$ cat config.mk
export PLATFORM = sky130hd
export DESIGN_NAME = spectrum_bar_gravity_peak_core
export DESIGN_NICKNAME = d
export VERILOG_FILES = /design/src/design/sbgp_pkg.sv /design/src/design/sbgp_state_mem.sv /design/src/design/sbgp_update_pipe.sv /design/src/design/spectrum_bar_gravity_peak_core.sv
export SDC_FILE = /design/constraint.sdc
export NUM_CORES = 2
export LEC_CHECK = 0
export BUFFER_PORTS_ARGS = -buffer_cell sky130_fd_sc_hd__buf_2
export CORE_ASPECT_RATIO = 0.9
export CORE_MARGIN = 3
export CORE_UTILIZATION = 26
export CTS_BUF_LIST = sky130_fd_sc_hd__clkbuf_8 sky130_fd_sc_hd__clkbuf_16
export DETAILED_ROUTE_END_ITERATION = 16
export HOLD_SLACK_MARGIN = 0.03
export PLACE_DENSITY = 0.4
export SKIP_CTS_REPAIR_TIMING = 1
export SYNTH_ARGS = -nofsm -noshare
export SYNTH_HDL_FRONTEND = slang
export SYNTH_HIERARCHICAL = 1
export SYNTH_SLANG_ARGS = --single-unit
$ cat constraint.sdc
create_clock -name i_clk -period 27.7 [get_ports i_clk]
set_input_delay 1.385 -clock i_clk [delete_from_list [all_inputs] [get_ports i_clk]]
set_output_delay 1.385 -clock i_clk [all_outputs]
set_load 0.01 [all_outputs]
$ cat src/design/sbgp_pkg.sv
// shared widths, types and helper functions for the spectrum bar gravity peak core
// no dependencies
package sbgp_pkg;

    localparam int COL_W   = 4;   // column index
    localparam int BIN_W   = 13;  // bin height, Q5.8
    localparam int BIN2_W  = 14;  // doubled bin, Q6.8
    localparam int DT_W    = 16;  // frame time, Q0.16
    localparam int G_W     = 12;  // gravity, whole rows/s^2
    localparam int ROW_W   = 4;   // output row fields
    localparam int H_W     = 13;  // stored height, Q5.8
    localparam int V_W     = 18;  // stored velocity, signed Q9.8
    localparam int GDT_W   = 28;  // gravity * dt
    localparam int DV_W    = 21;  // rounded velocity step
    localparam int SUM_W   = 22;  // velocity before saturation
    localparam int PROD_W  = 35;  // velocity * dt
    localparam int DH_W    = 19;  // rounded height step
    localparam int HS_W    = 20;  // height before clamping

    localparam int NUM_STAGES = 4;
    localparam int ROW_ONE    = 256;

    localparam logic [G_W-1:0] GRAVITY_RESET = 12'd120;
    localparam int RND_Q8  = 128;
    localparam int RND_Q16 = 32768;

    localparam logic signed [SUM_W-1:0] VEL_MAX = 22'sd131071;
    localparam logic signed [SUM_W-1:0] VEL_MIN = -22'sd131072;

    typedef struct packed {
        logic [H_W-1:0] bar_h;
        logic [V_W-1:0] bar_v;
        logic [H_W-1:0] blk_h;
        logic [V_W-1:0] blk_v;
    } t_col_state;

    typedef struct packed {
        logic             valid;
        logic [COL_W-1:0] col;
    } t_stage_tag;

    typedef struct packed {
        logic advance;
        logic accept;
    } t_pipe_ctrl;

    typedef struct packed {
        logic [COL_W-1:0] col;
        logic [ROW_W-1:0] bar_row;
        logic [ROW_W-1:0] blk_row;
    } t_result;

    function automatic logic [V_W-1:0] sat_vel(input logic signed [SUM_W-1:0] x);
        logic signed [SUM_W-1:0] y;
        y = x;
        if (x > VEL_MAX) begin
            y = VEL_MAX;
        end else if (x < VEL_MIN) begin
            y = VEL_MIN;
        end
        return y[V_W-1:0];
    endfunction

    // height rounded half up to whole rows, low four bits
    function automatic logic [ROW_W-1:0] to_row(input logic [H_W-1:0] h);
        logic [H_W:0] s;
        s = {1'b0, h} + (H_W + 1)'(RND_Q8);
        return s[8 +: ROW_W];
    endfunction

endpackage

$ cat src/design/sbgp_state_mem.sv
// per-column state memory with registered read
// entry valid bits make unwritten entries read as zero; uses sbgp_pkg
module sbgp_state_mem #(
    parameter int DEPTH = 16,
    parameter int AW    = 4
) (
    input  logic                  i_clk,
    input  logic                  i_rst_n,
    input  logic                  i_rd_en,
    input  logic [AW-1:0]         i_rd_addr,
    output sbgp_pkg::t_col_state  o_rd_data,
    input  logic                  i_wr_en,
    input  logic [AW-1:0]         i_wr_addr,
    input  sbgp_pkg::t_col_state  i_wr_data
);
    import sbgp_pkg::*;

    t_col_state             r_mem [DEPTH];
    logic [DEPTH-1:0]       r_entry_valid;
    t_col_state             r_rd_data;
    logic                   r_rd_hit;
    logic                   rd_in_range;

    assign rd_in_range = (32'(i_rd_addr) < 32'(DEPTH));

    always_ff @(posedge i_clk) begin
        if (i_wr_en) begin
            r_mem[i_wr_addr] <= i_wr_data;
        end
        if (i_rd_en) begin
            r_rd_data <= r_mem[i_rd_addr];
        end
    end

    always_ff @(posedge i_clk) begin
        if (!i_rst_n) begin
            r_entry_valid <= '0;
            r_rd_hit      <= 1'b0;
        end else begin
            if (i_wr_en) begin
                r_entry_valid[i_wr_addr] <= 1'b1;
            end
            if (i_rd_en) begin
                r_rd_hit <= rd_in_range && r_entry_valid[i_rd_addr];
            end
        end
    end

    assign o_rd_data = r_rd_hit ? r_rd_data : '0;

endmodule

$ cat src/design/sbgp_update_pipe.sv
// four-stage update of bar and peak block for one column
// reads state from sbgp_state_mem, writes back at the last stage; uses sbgp_pkg
module sbgp_update_pipe #(
    parameter int NUM_COLUMNS = 16,
    parameter int NUM_ROWS    = 16,
    parameter int AW          = 4
) (
    input  logic                                            i_clk,
    input  logic                                            i_rst_n,
    input  sbgp_pkg::t_pipe_ctrl                            i_ctrl,
    input  logic [sbgp_pkg::COL_W-1:0]                      i_column_index,
    input  logic [sbgp_pkg::BIN_W-1:0]                      i_bin_height,
    input  logic [sbgp_pkg::DT_W-1:0]                       i_frame_dt,
    input  logic [sbgp_pkg::G_W-1:0]                        i_gravity_rate,
    input  sbgp_pkg::t_col_state                            i_state,
    output sbgp_pkg::t_stage_tag [sbgp_pkg::NUM_STAGES-1:0] o_tags,
    output logic                                            o_wr_en,
    output logic [AW-1:0]                                   o_wr_addr,
    output sbgp_pkg::t_col_state                            o_wr_data,
    output logic                                            o_res_valid,
    output sbgp_pkg::t_result                               o_res
);
    import sbgp_pkg::*;

    localparam logic signed [HS_W-1:0] CEIL_S = HS_W'((NUM_ROWS - 1) * ROW_ONE);
    localparam logic [H_W-1:0]         CEIL_H = H_W'((NUM_ROWS - 1) * ROW_ONE);

    // stage 1: inputs captured, state arriving from memory
    logic                     r_s1_valid, r_s1_in_range;
    logic [COL_W-1:0]         r_s1_col;
    logic [BIN2_W-1:0]        r_s1_bin2;
    logic [DT_W-1:0]          r_s1_dt;
    logic [GDT_W-1:0]         r_s1_gdt;

    // stage 2: velocities after gravity
    logic                     r_s2_valid, r_s2_in_range, r_s2_snap;
    logic [COL_W-1:0]         r_s2_col;
    logic [BIN2_W-1:0]        r_s2_bin2;
    logic [DT_W-1:0]          r_s2_dt;
    logic [H_W-1:0]           r_s2_bar_h, r_s2_blk_h;
    logic signed [V_W-1:0]    r_s2_bar_vf, r_s2_blk_vf;

    // stage 3: velocity times frame time
    logic                     r_s3_valid, r_s3_in_range, r_s3_snap;
    logic [COL_W-1:0]         r_s3_col;
    logic [BIN2_W-1:0]        r_s3_bin2;
    logic [H_W-1:0]           r_s3_bar_h, r_s3_blk_h;
    logic [V_W-1:0]           r_s3_bar_vf, r_s3_blk_vf;
    logic [PROD_W-1:0]        r_s3_p_bar, r_s3_p_blk;

    // stage 4: clamped bar and fallen block
    logic                     r_s4_valid, r_s4_in_range;
    logic [COL_W-1:0]         r_s4_col;
    logic [H_W-1:0]           r_s4_bar_h, r_s4_blk_h_old, r_s4_blk_h_fall;
    logic [V_W-1:0]           r_s4_bar_v, r_s4_blk_v_fall;

    // stage 1 logic
    logic [GDT_W:0]           gdt_rnd;
    logic [DV_W-1:0]          dv;
    logic [V_W-1:0]           bar_vf, blk_vf;
    logic                     bar_snap;

    // stage 2 logic
    logic signed [PROD_W-1:0] p_bar, p_blk;

    // stage 3 logic
    logic [PROD_W-1:0]        p_bar_rnd, p_blk_rnd;
    logic [DH_W-1:0]          dh_bar, dh_blk;
    logic signed [HS_W-1:0]   bar_sum, blk_sum, bar_pre_h;
    logic [V_W-1:0]           bar_pre_v;
    logic [H_W-1:0]           bar_h_c, blk_h_c;
    logic [V_W-1:0]           bar_v_c, blk_v_c;

    // stage 4 logic
    logic                     blk_snap;
    logic [H_W-1:0]           blk_diff;
    logic [V_W-1:0]           blk_v_snap;
    logic [H_W-1:0]           blk_h_fin;
    logic [V_W-1:0]           blk_v_fin;

    always_ff @(posedge i_clk) begin
        if (!i_rst_n) begin
            r_s1_valid <= 1'b0;
            r_s2_valid <= 1'b0;
            r_s3_valid <= 1'b0;
            r_s4_valid <= 1'b0;
        end else if (i_ctrl.advance) begin
            r_s1_valid <= i_ctrl.accept;
            r_s2_valid <= r_s1_valid;
            r_s3_valid <= r_s2_valid;
            r_s4_valid <= r_s3_valid;
        end
    end

    always_comb begin
        gdt_rnd  = {1'b0, r_s1_gdt} + (GDT_W + 1)'(RND_Q8);
        dv       = gdt_rnd[GDT_W:8];
        bar_vf   = sat_vel({{(SUM_W - V_W){i_state.bar_v[V_W-1]}}, i_state.bar_v}
                           - {{(SUM_W - DV_W){1'b0}}, dv});
        blk_vf   = sat_vel({{(SUM_W - V_W){i_state.blk_v[V_W-1]}}, i_state.blk_v}
                           - {{(SUM_W - DV_W){1'b0}}, dv});
        bar_snap = ({1'b0, i_state.bar_h} < r_s1_bin2);
    end

    always_comb begin
        p_bar = PROD_W'(r_s2_bar_vf) * PROD_W'($signed({1'b0, r_s2_dt}));
        p_blk = PROD_W'(r_s2_blk_vf) * PROD_W'($signed({1'b0, r_s2_dt}));
    end

    always_comb begin
        p_bar_rnd = r_s3_p_bar + PROD_W'(RND_Q16);
        p_blk_rnd = r_s3_p_blk + PROD_W'(RND_Q16);
        dh_bar    = p_bar_rnd[PROD_W-1:16];
        dh_blk    = p_blk_rnd[PROD_W-1:16];
        bar_sum   = $signed({{(HS_W - H_W){1'b0}}, r_s3_bar_h})
                  + $signed({{(HS_W - DH_W){dh_bar[DH_W-1]}}, dh_bar});
        blk_sum   = $signed({{(HS_W - H_W){1'b0}}, r_s3_blk_h})
                  + $signed({{(HS_W - DH_W){dh_blk[DH_W-1]}}, dh_blk});

        // snap replaces the fall for the bar
        bar_pre_h = r_s3_snap ? $signed({{(HS_W - BIN2_W){1'b0}}, r_s3_bin2}) : bar_sum;
        bar_pre_v = r_s3_snap ? '0 : r_s3_bar_vf;

        priority if (bar_pre_h[HS_W-1]) begin
            bar_h_c = '0;
            bar_v_c = '0;
        end else if (bar_pre_h >= CEIL_S) begin
            bar_h_c = CEIL_H;
            bar_v_c = '0;
        end else begin
            bar_h_c = bar_pre_h[H_W-1:0];
            bar_v_c = bar_pre_v;
        end

        // block keeps its velocity at the ceiling
        priority if (blk_sum[HS_W-1]) begin
            blk_h_c = '0;
            blk_v_c = '0;
        end else if (blk_sum >= CEIL_S) begin
            blk_h_c = CEIL_H;
            blk_v_c = r_s3_blk_vf;
        end else begin
            blk_h_c = blk_sum[H_W-1:0];
            blk_v_c = r_s3_blk_vf;
        end
    end

    always_ff @(posedge i_clk) begin
        if (i_ctrl.advance) begin
            r_s1_in_range <= (32'(i_column_index) < 32'(NUM_COLUMNS));
            r_s1_col      <= i_column_index;
            r_s1_bin2     <= {i_bin_height, 1'b0};
            r_s1_dt       <= i_frame_dt;
            r_s1_gdt      <= GDT_W'(i_gravity_rate) * GDT_W'(i_frame_dt);

            r_s2_in_range <= r_s1_in_range;
            r_s2_col      <= r_s1_col;
            r_s2_bin2     <= r_s1_bin2;
            r_s2_snap     <= bar_snap;
            r_s2_dt       <= r_s1_dt;
            r_s2_bar_h    <= i_state.bar_h;
            r_s2_blk_h    <= i_state.blk_h;
            r_s2_bar_vf   <= bar_vf;
            r_s2_blk_vf   <= blk_vf;

            r_s3_in_range <= r_s2_in_range;
            r_s3_col      <= r_s2_col;
            r_s3_bin2     <= r_s2_bin2;
            r_s3_snap     <= r_s2_snap;
            r_s3_bar_h    <= r_s2_bar_h;
            r_s3_blk_h    <= r_s2_blk_h;
            r_s3_bar_vf   <= r_s2_bar_vf;
            r_s3_blk_vf   <= r_s2_blk_vf;
            r_s3_p_bar    <= p_bar;
            r_s3_p_blk    <= p_blk;

            r_s4_in_range   <= r_s3_in_range;
            r_s4_col        <= r_s3_col;
            r_s4_bar_h      <= bar_h_c;
            r_s4_bar_v      <= bar_v_c;
            r_s4_blk_h_old  <= r_s3_blk_h;
            r_s4_blk_h_fall <= blk_h_c;
            r_s4_blk_v_fall <= blk_v_c;
        end
    end

    // block snaps to a higher bar with five times the jump as velocity
    always_comb begin
        blk_snap   = (r_s4_bar_h > r_s4_blk_h_old);
        blk_diff   = r_s4_bar_h - r_s4_blk_h_old;
        blk_v_snap = {{(V_W - H_W){1'b0}}, blk_diff}
                   + {{(V_W - H_W - 2){1'b0}}, blk_diff, 2'b00};
        blk_h_fin  = blk_snap ? r_s4_bar_h : r_s4_blk_h_fall;
        blk_v_fin  = blk_snap ? blk_v_snap : r_s4_blk_v_fall;
    end

    assign o_wr_en         = i_ctrl.advance && r_s4_valid && r_s4_in_range;
    assign o_wr_addr       = AW'(r_s4_col);
    assign o_wr_data.bar_h = r_s4_bar_h;
    assign o_wr_data.bar_v = r_s4_bar_v;
    assign o_wr_data.blk_h = blk_h_fin;
    assign o_wr_data.blk_v = blk_v_fin;

    assign o_res_valid     = r_s4_valid;
    assign o_res.col       = r_s4_col;
    assign o_res.bar_row   = r_s4_in_range ? to_row(r_s4_bar_h) : '0;
    assign o_res.blk_row   = r_s4_in_range ? to_row(blk_h_fin) : '0;

    assign o_tags[0] = '{valid: r_s1_valid, col: r_s1_col};
    assign o_tags[1] = '{valid: r_s2_valid, col: r_s2_col};
    assign o_tags[2] = '{valid: r_s3_valid, col: r_s3_col};
    assign o_tags[3] = '{valid: r_s4_valid, col: r_s4_col};

endmodule

$ cat src/design/spectrum_bar_gravity_peak_core.sv
// a result passes the 4 update stages and then the output register, where it waits on stall
// throughput: one request per cycle while the output does not halt the pipe and no request
// hits a column still in the 4-stage update pipe; such a request waits until that column
// is written back
// reset: synchronous, active low; pipe and output empty, gravity 120, all columns read zero
// top level; uses sbgp_pkg, sbgp_state_mem, sbgp_update_pipe
module spectrum_bar_gravity_peak_core #(
    parameter int NUM_COLUMNS = 16,
    parameter int NUM_ROWS    = 16
) (
    input  logic                         i_clk,
    input  logic                         i_rst_n,
    // configuration write channel
    input  logic                         i_cfg_valid,
    output logic                         o_cfg_ready,
    input  logic [sbgp_pkg::G_W-1:0]     i_cfg_gravity_rate,
    // request channel
    input  logic                         i_in_valid,
    output logic                         o_in_stall,
    input  logic [sbgp_pkg::COL_W-1:0]   i_column_index,
    input  logic [sbgp_pkg::BIN_W-1:0]   i_bin_height,
    input  logic [sbgp_pkg::DT_W-1:0]    i_frame_dt,
    // result channel
    output logic                         o_out_valid,
    input  logic                         i_out_stall,
    output logic [sbgp_pkg::COL_W-1:0]   o_column_out,
    output logic [sbgp_pkg::ROW_W-1:0]   o_bar_top_row,
    output logic [sbgp_pkg::ROW_W-1:0]   o_block_row
);
    import sbgp_pkg::*;

    localparam int AW = (NUM_COLUMNS > 1) ? $clog2(NUM_COLUMNS) : 1;

    logic [G_W-1:0]              r_gravity_rate;
    logic                        r_out_valid, n_out_valid;
    t_result                     r_out;

    t_pipe_ctrl                  ctrl;
    t_stage_tag [NUM_STAGES-1:0] tags;
    t_col_state                  rd_state;
    t_col_state                  wr_state;
    logic                        wr_en;
    logic [AW-1:0]               wr_addr;
    logic                        res_valid;
    t_result                     res;
    logic                        hazard;

    // gravity register, written whenever requested
    assign o_cfg_ready = 1'b1;

    always_ff @(posedge i_clk) begin
        if (!i_rst_n) begin
            r_gravity_rate <= GRAVITY_RESET;
        end else if (i_cfg_valid) begin
            r_gravity_rate <= i_cfg_gravity_rate;
        end
    end

    // a column in flight has not yet been written back, so its memory copy is stale;
    // hold off a new request for that column until it leaves the last stage
    always_comb begin
        hazard = 1'b0;
        for (int i = 0; i < NUM_STAGES; i++) begin
            if (tags[i].valid && (tags[i].col == i_column_index)) begin
                hazard = 1'b1;
            end
        end
    end

    // the whole pipe moves together; it only halts when a finished result
    // sits in the last stage and the output register cannot take it
    assign ctrl.advance = !(r_out_valid && i_out_stall && res_valid);
    assign o_in_stall   = !ctrl.advance || hazard;
    assign ctrl.accept  = i_in_valid && !o_in_stall;

    // memory is read at the accept edge; it only reads while the pipe moves,
    // so the state of a stalled stage 1 stays on the read port
    sbgp_state_mem #(
        .DEPTH (NUM_COLUMNS),
        .AW    (AW)
    ) u_state_mem (
        .i_clk     (i_clk),
        .i_rst_n   (i_rst_n),
        .i_rd_en   (ctrl.advance),
        .i_rd_addr (AW'(i_column_index)),
        .o_rd_data (rd_state),
        .i_wr_en   (wr_en),
        .i_wr_addr (wr_addr),
        .i_wr_data (wr_state)
    );

    // gravity on velocity, velocity times dt, add and clamp, block snap and write back
    sbgp_update_pipe #(
        .NUM_COLUMNS (NUM_COLUMNS),
        .NUM_ROWS    (NUM_ROWS),
        .AW          (AW)
    ) u_update_pipe (
        .i_clk          (i_clk),
        .i_rst_n        (i_rst_n),
        .i_ctrl         (ctrl),
        .i_column_index (i_column_index),
        .i_bin_height   (i_bin_height),
        .i_frame_dt     (i_frame_dt),
        .i_gravity_rate (r_gravity_rate),
        .i_state        (rd_state),
        .o_tags         (tags),
        .o_wr_en        (wr_en),
        .o_wr_addr      (wr_addr),
        .o_wr_data      (wr_state),
        .o_res_valid    (res_valid),
        .o_res          (res)
    );

    // output register parts the result channel from the pipe
    always_comb begin
        n_out_valid = r_out_valid;
        if (ctrl.advance && res_valid) begin
            n_out_valid = 1'b1;
        end else if (!i_out_stall) begin
            n_out_valid = 1'b0;
        end
    end

    always_ff @(posedge i_clk) begin
        if (!i_rst_n) begin
            r_out_valid <= 1'b0;
        end else begin
            r_out_valid <= n_out_valid;
        end
    end

    always_ff @(posedge i_clk) begin
        if (ctrl.advance && res_valid) begin
            r_out <= res;
        end
    end

    assign o_out_valid   = r_out_valid;
    assign o_column_out  = r_out.col;
    assign o_bar_top_row = r_out.bar_row;
    assign o_block_row   = r_out.blk_row;

endmodule

==> results.cfg <==
[clocking]
numCtsBuffers = 163
cts_buffer_depth = 4
cts.sinks = 1449
clk_pin_slew_ns = 0.07
root_buffer = clkbuf_16
htreeDepth = 4
clk_latency_ns = 0.85
cts_tree = done

[sta]
rsz0062_at_grt = no
finalMaxSlewViolations = 0
fin_crit_sh_pct = 27.2
setup_violations = 0
finalHoldViolCount = 0
max_freq_mhz = 133
min_period_ns = 7.53
fin_skew_ns = 0.100
max_slew_margin_pct = 16.5
fin_setup_tns_ns = 0
worst_pin_slew_ns = 1.24

[finish]
fin_nets = 7392
stdcell_area_um2 = 96800
syn_to_final_growth_pct = 12.2
fillers = 33000
multi_input_area_um2 = 38500
layout_common_cells = 1415 x edfxtp_1, 1004 x inv_1, 727 x fa_1
drive_gt1_share_pct = 12.0
seqCellArea_um2 = 43200
layout_commonest_cell = edfxtp_1

[yosys]
async_reset_ff_share_pct = 0
netlist.area_leader.share_pct = 49.3
synth.avg_cell_area_um2 = 14.0
synth_warnings = 6
synth_edf_count = 1415
synth_top_cell_by_area = edfxtp_1
synth_area_leaders = edfxtp_1 49%, fa_1 17%, mux4_2 8.1%
ys_ff_latch = 1449
synth.distinct_cells = 87
ys.flop_type = edfxtp_1
ys_seq_area_share_pct = 50.1
synth_cells = 6167
syn_area_um2 = 86200

[place]
dpl-instance-area_um2 = 91900
port_buffers = 63
place_hpwl_um = 161000
routabilityCongestion = 0.809

[worst_setup_path]
required_ns = 28.24
end_kind = flip-flop
crit_family = adder cells
slowest_delay_ns = 1.02
cp_data_arrival_time_ns = 8.07
criticalPathCategory = flip-flop to flip-flop
worstPathCellList = nand2_1 -> fa_1 -> inv_1 -> fa_1 -> inv_1 -> fa_1 -> inv_1 -> fa_1 -> fa_1 -> inv_1 -> fa_1 -> inv_1 -> ha_1 -> a211oi_1 -> nand2_1 -> o31ai_1 -> a211oi_1 -> a22o_1 -> a211oi_1 -> o21ai_0 -> o41ai_1 -> xnor2_1
crit_path_frequent_cell = fa_1
crit_buf_inv = 5
cp_slowest_cell = edfxtp_1
crit_fanout = 17
startpoint_type = flip-flop

[global_routing]
grt_pass1_vias = 51900
grt.total_usage_pct = 14.5
grt-ovfl-total = 0
grt_max_degree = 112
grt_pass1_wl_um = 363000
antenna_found_initial = 16

[status]
status = complete, no violations

[job]
maxCapViolCount = 0

[hold_path]
holdCritPathClass = flip-flop to flip-flop

[floorplan]
chipHeight_um = 552
initial_core_util_pct = 26.3
io-pin-count = 65
die_width_um = 613
core-area_um2 = 328000
design.die.area_um2 = 339000
num_rows = 199

[detailed_routing]
totalWireLength_um = 246000
vias_per_cell = 4.54
wire_per_inst_um = 22.9
dr.pass1.iters = 6
drc = 0
num_vias = 48600
drt_iter0_drc = 3654
ant_nets = 0
==> per-stage QoR <==
step                      hold slack, ns  utilization, %  instances  worst slack, ns
final                              0.382            29.5      10700            20.17
after global routing               0.384            29.5      10700            19.75
after CTS                          0.376            29.5      10700            20.09
after detailed placement           0.405            28.0      10400            20.15
after global placement             0.402            28.0      10400            20.23
after floorplan                    0.400               -       6168            11.34
==> kinds of logic after synthesis <==
family                     count (synthesis)  synth area share, %
AOI/OAI and AO/OA                        486                 3.68
xor gates and xnor gates                 204                 2.07
adders and majority gates               1071                 21.9
buffers and inverters                   1202                 5.52
DFF                                     1449                 50.1
muxes                                    355                 8.67
other                                      2              0.00871
and+or+nand+nor                         1398                 8.13
==> synth_stat cells (18+ instances only) <==
master    count
o21ai_0     104
mux4_2      312
nor2_1      127
edfxtp_1   1415
and2_1      401
buf_6        23
mux2i_1      29
a31oi_1      19
nand2_1     573
dfxtp_1      34
nand3_1      58
xor2_1       87
ha_1        344
a211oi_1     24
fa_1        727
nor2b_1      28
nor3_1       54
xnor2_1     117
a21o_1       57
nand2b_1     18
nand4_1      29
inv_1       964
and3_1       23
o21a_1       48
buf_2        19
clkbuf_1    177
a21oi_1     116
==> cell type report <==
class / instances / share of cell area (%)
Timing Repair Buffer: 176 / 1.26
Sequential cell: 1449 / 44.6
Tap cell: 4321 / 5.59
Clock buffer: 165 / 4.27
Clock inverter: 114 / 0.782
Inverter: 964 / 3.74
Antenna cell: 5 / 0.0129
Multi-Input combinational cell: 3517 / 39.7
==> worst register-to-register path: stages (launching register included) <==
cell and delay [ns]:
edfxtp_1 1.02, nand2_1 0.19, fa_1 0.55, inv_1 0.05, fa_1 0.50, inv_1 0.05
fa_1 0.54, inv_1 0.05, fa_1 0.48, fa_1 0.51, inv_1 0.05, fa_1 0.47
inv_1 0.04, ha_1 0.30, a211oi_1 0.24, nand2_1 0.13, o31ai_1 0.27, a211oi_1 0.17
a22o_1 0.36, a211oi_1 0.58, o21ai_0 0.25, o41ai_1 0.35, xnor2_1 0.12
==> metal layers <==
| layer | wire (um) | track usage, % | vias to the layer above |
|---|---|---|---|
| met3 | 10900 | 1.85 | 218 |
| met5 | 0 | 0 | - |
| met4 | 3400 | 2.27 | 0 |
| li1 | - | - | 21500 |
| met1 | 120000 | 21.8 | 25900 |
| met2 | 112000 | 22.6 | 1023 |
==> registers in the layout (all words and copies together) (netlist names), 13 cells and up <==
signal / flops
u_update_pipe/r_s2_bar_h: 13
u_state_mem/r_mem: 992
u_update_pipe/r_s2_bin2: 13
u_update_pipe/r_s4_bar_h: 13
u_update_pipe/r_s3_blk_vf: 18
u_update_pipe/r_s3_bin2: 13
u_update_pipe/r_s3_blk_h: 13
u_update_pipe/r_s1_dt: 16
u_update_pipe/r_s4_blk_h_fall: 13
u_update_pipe/r_s4_bar_v: 18
u_update_pipe/r_s4_blk_v_fall: 18
u_update_pipe/r_s2_blk_h: 13
u_update_pipe/r_s2_bar_vf: 18
u_update_pipe/r_s3_bar_h: 13
u_update_pipe/r_s3_bar_vf: 18
u_update_pipe/r_s4_blk_h_old: 13
u_update_pipe/r_s3_p_blk: 20
u_update_pipe/r_s3_p_bar: 20
u_update_pipe/r_s1_gdt: 21
u_update_pipe/r_s1_bin2: 13
u_update_pipe/r_s2_dt: 16
u_state_mem/r_rd_data: 62
u_state_mem/r_entry_valid: 16
u_update_pipe/r_s2_blk_vf: 18
==> final timing paths <==
path | startpoint | end | slack (ns) | cells past startpoint
setup / recovery | u_update_pipe/r_s2_blk_vf[6]$_SDFFCE_PN1P_ | u_update_pipe/r_s3_p_blk[34]$_DFFE_PP_ | 20.17 | 22
hold / removal | u_update_pipe/r_s2_blk_h[12]$_DFFE_PP_ | u_update_pipe/r_s3_blk_h[12]$_DFFE_PP_ | 0.38 | 0
setup reg to reg | u_update_pipe/r_s2_blk_vf[6]$_SDFFCE_PN1P_ | u_update_pipe/r_s3_p_blk[34]$_DFFE_PP_ | 20.17 | 22
hold reg to reg | u_update_pipe/r_s2_blk_h[12]$_DFFE_PP_ | u_update_pipe/r_s3_blk_h[12]$_DFFE_PP_ | 0.38 | 0
Power is not shown: default switching activity piles up to over one toggle a cycle in this logic, so the estimate is an artifact.
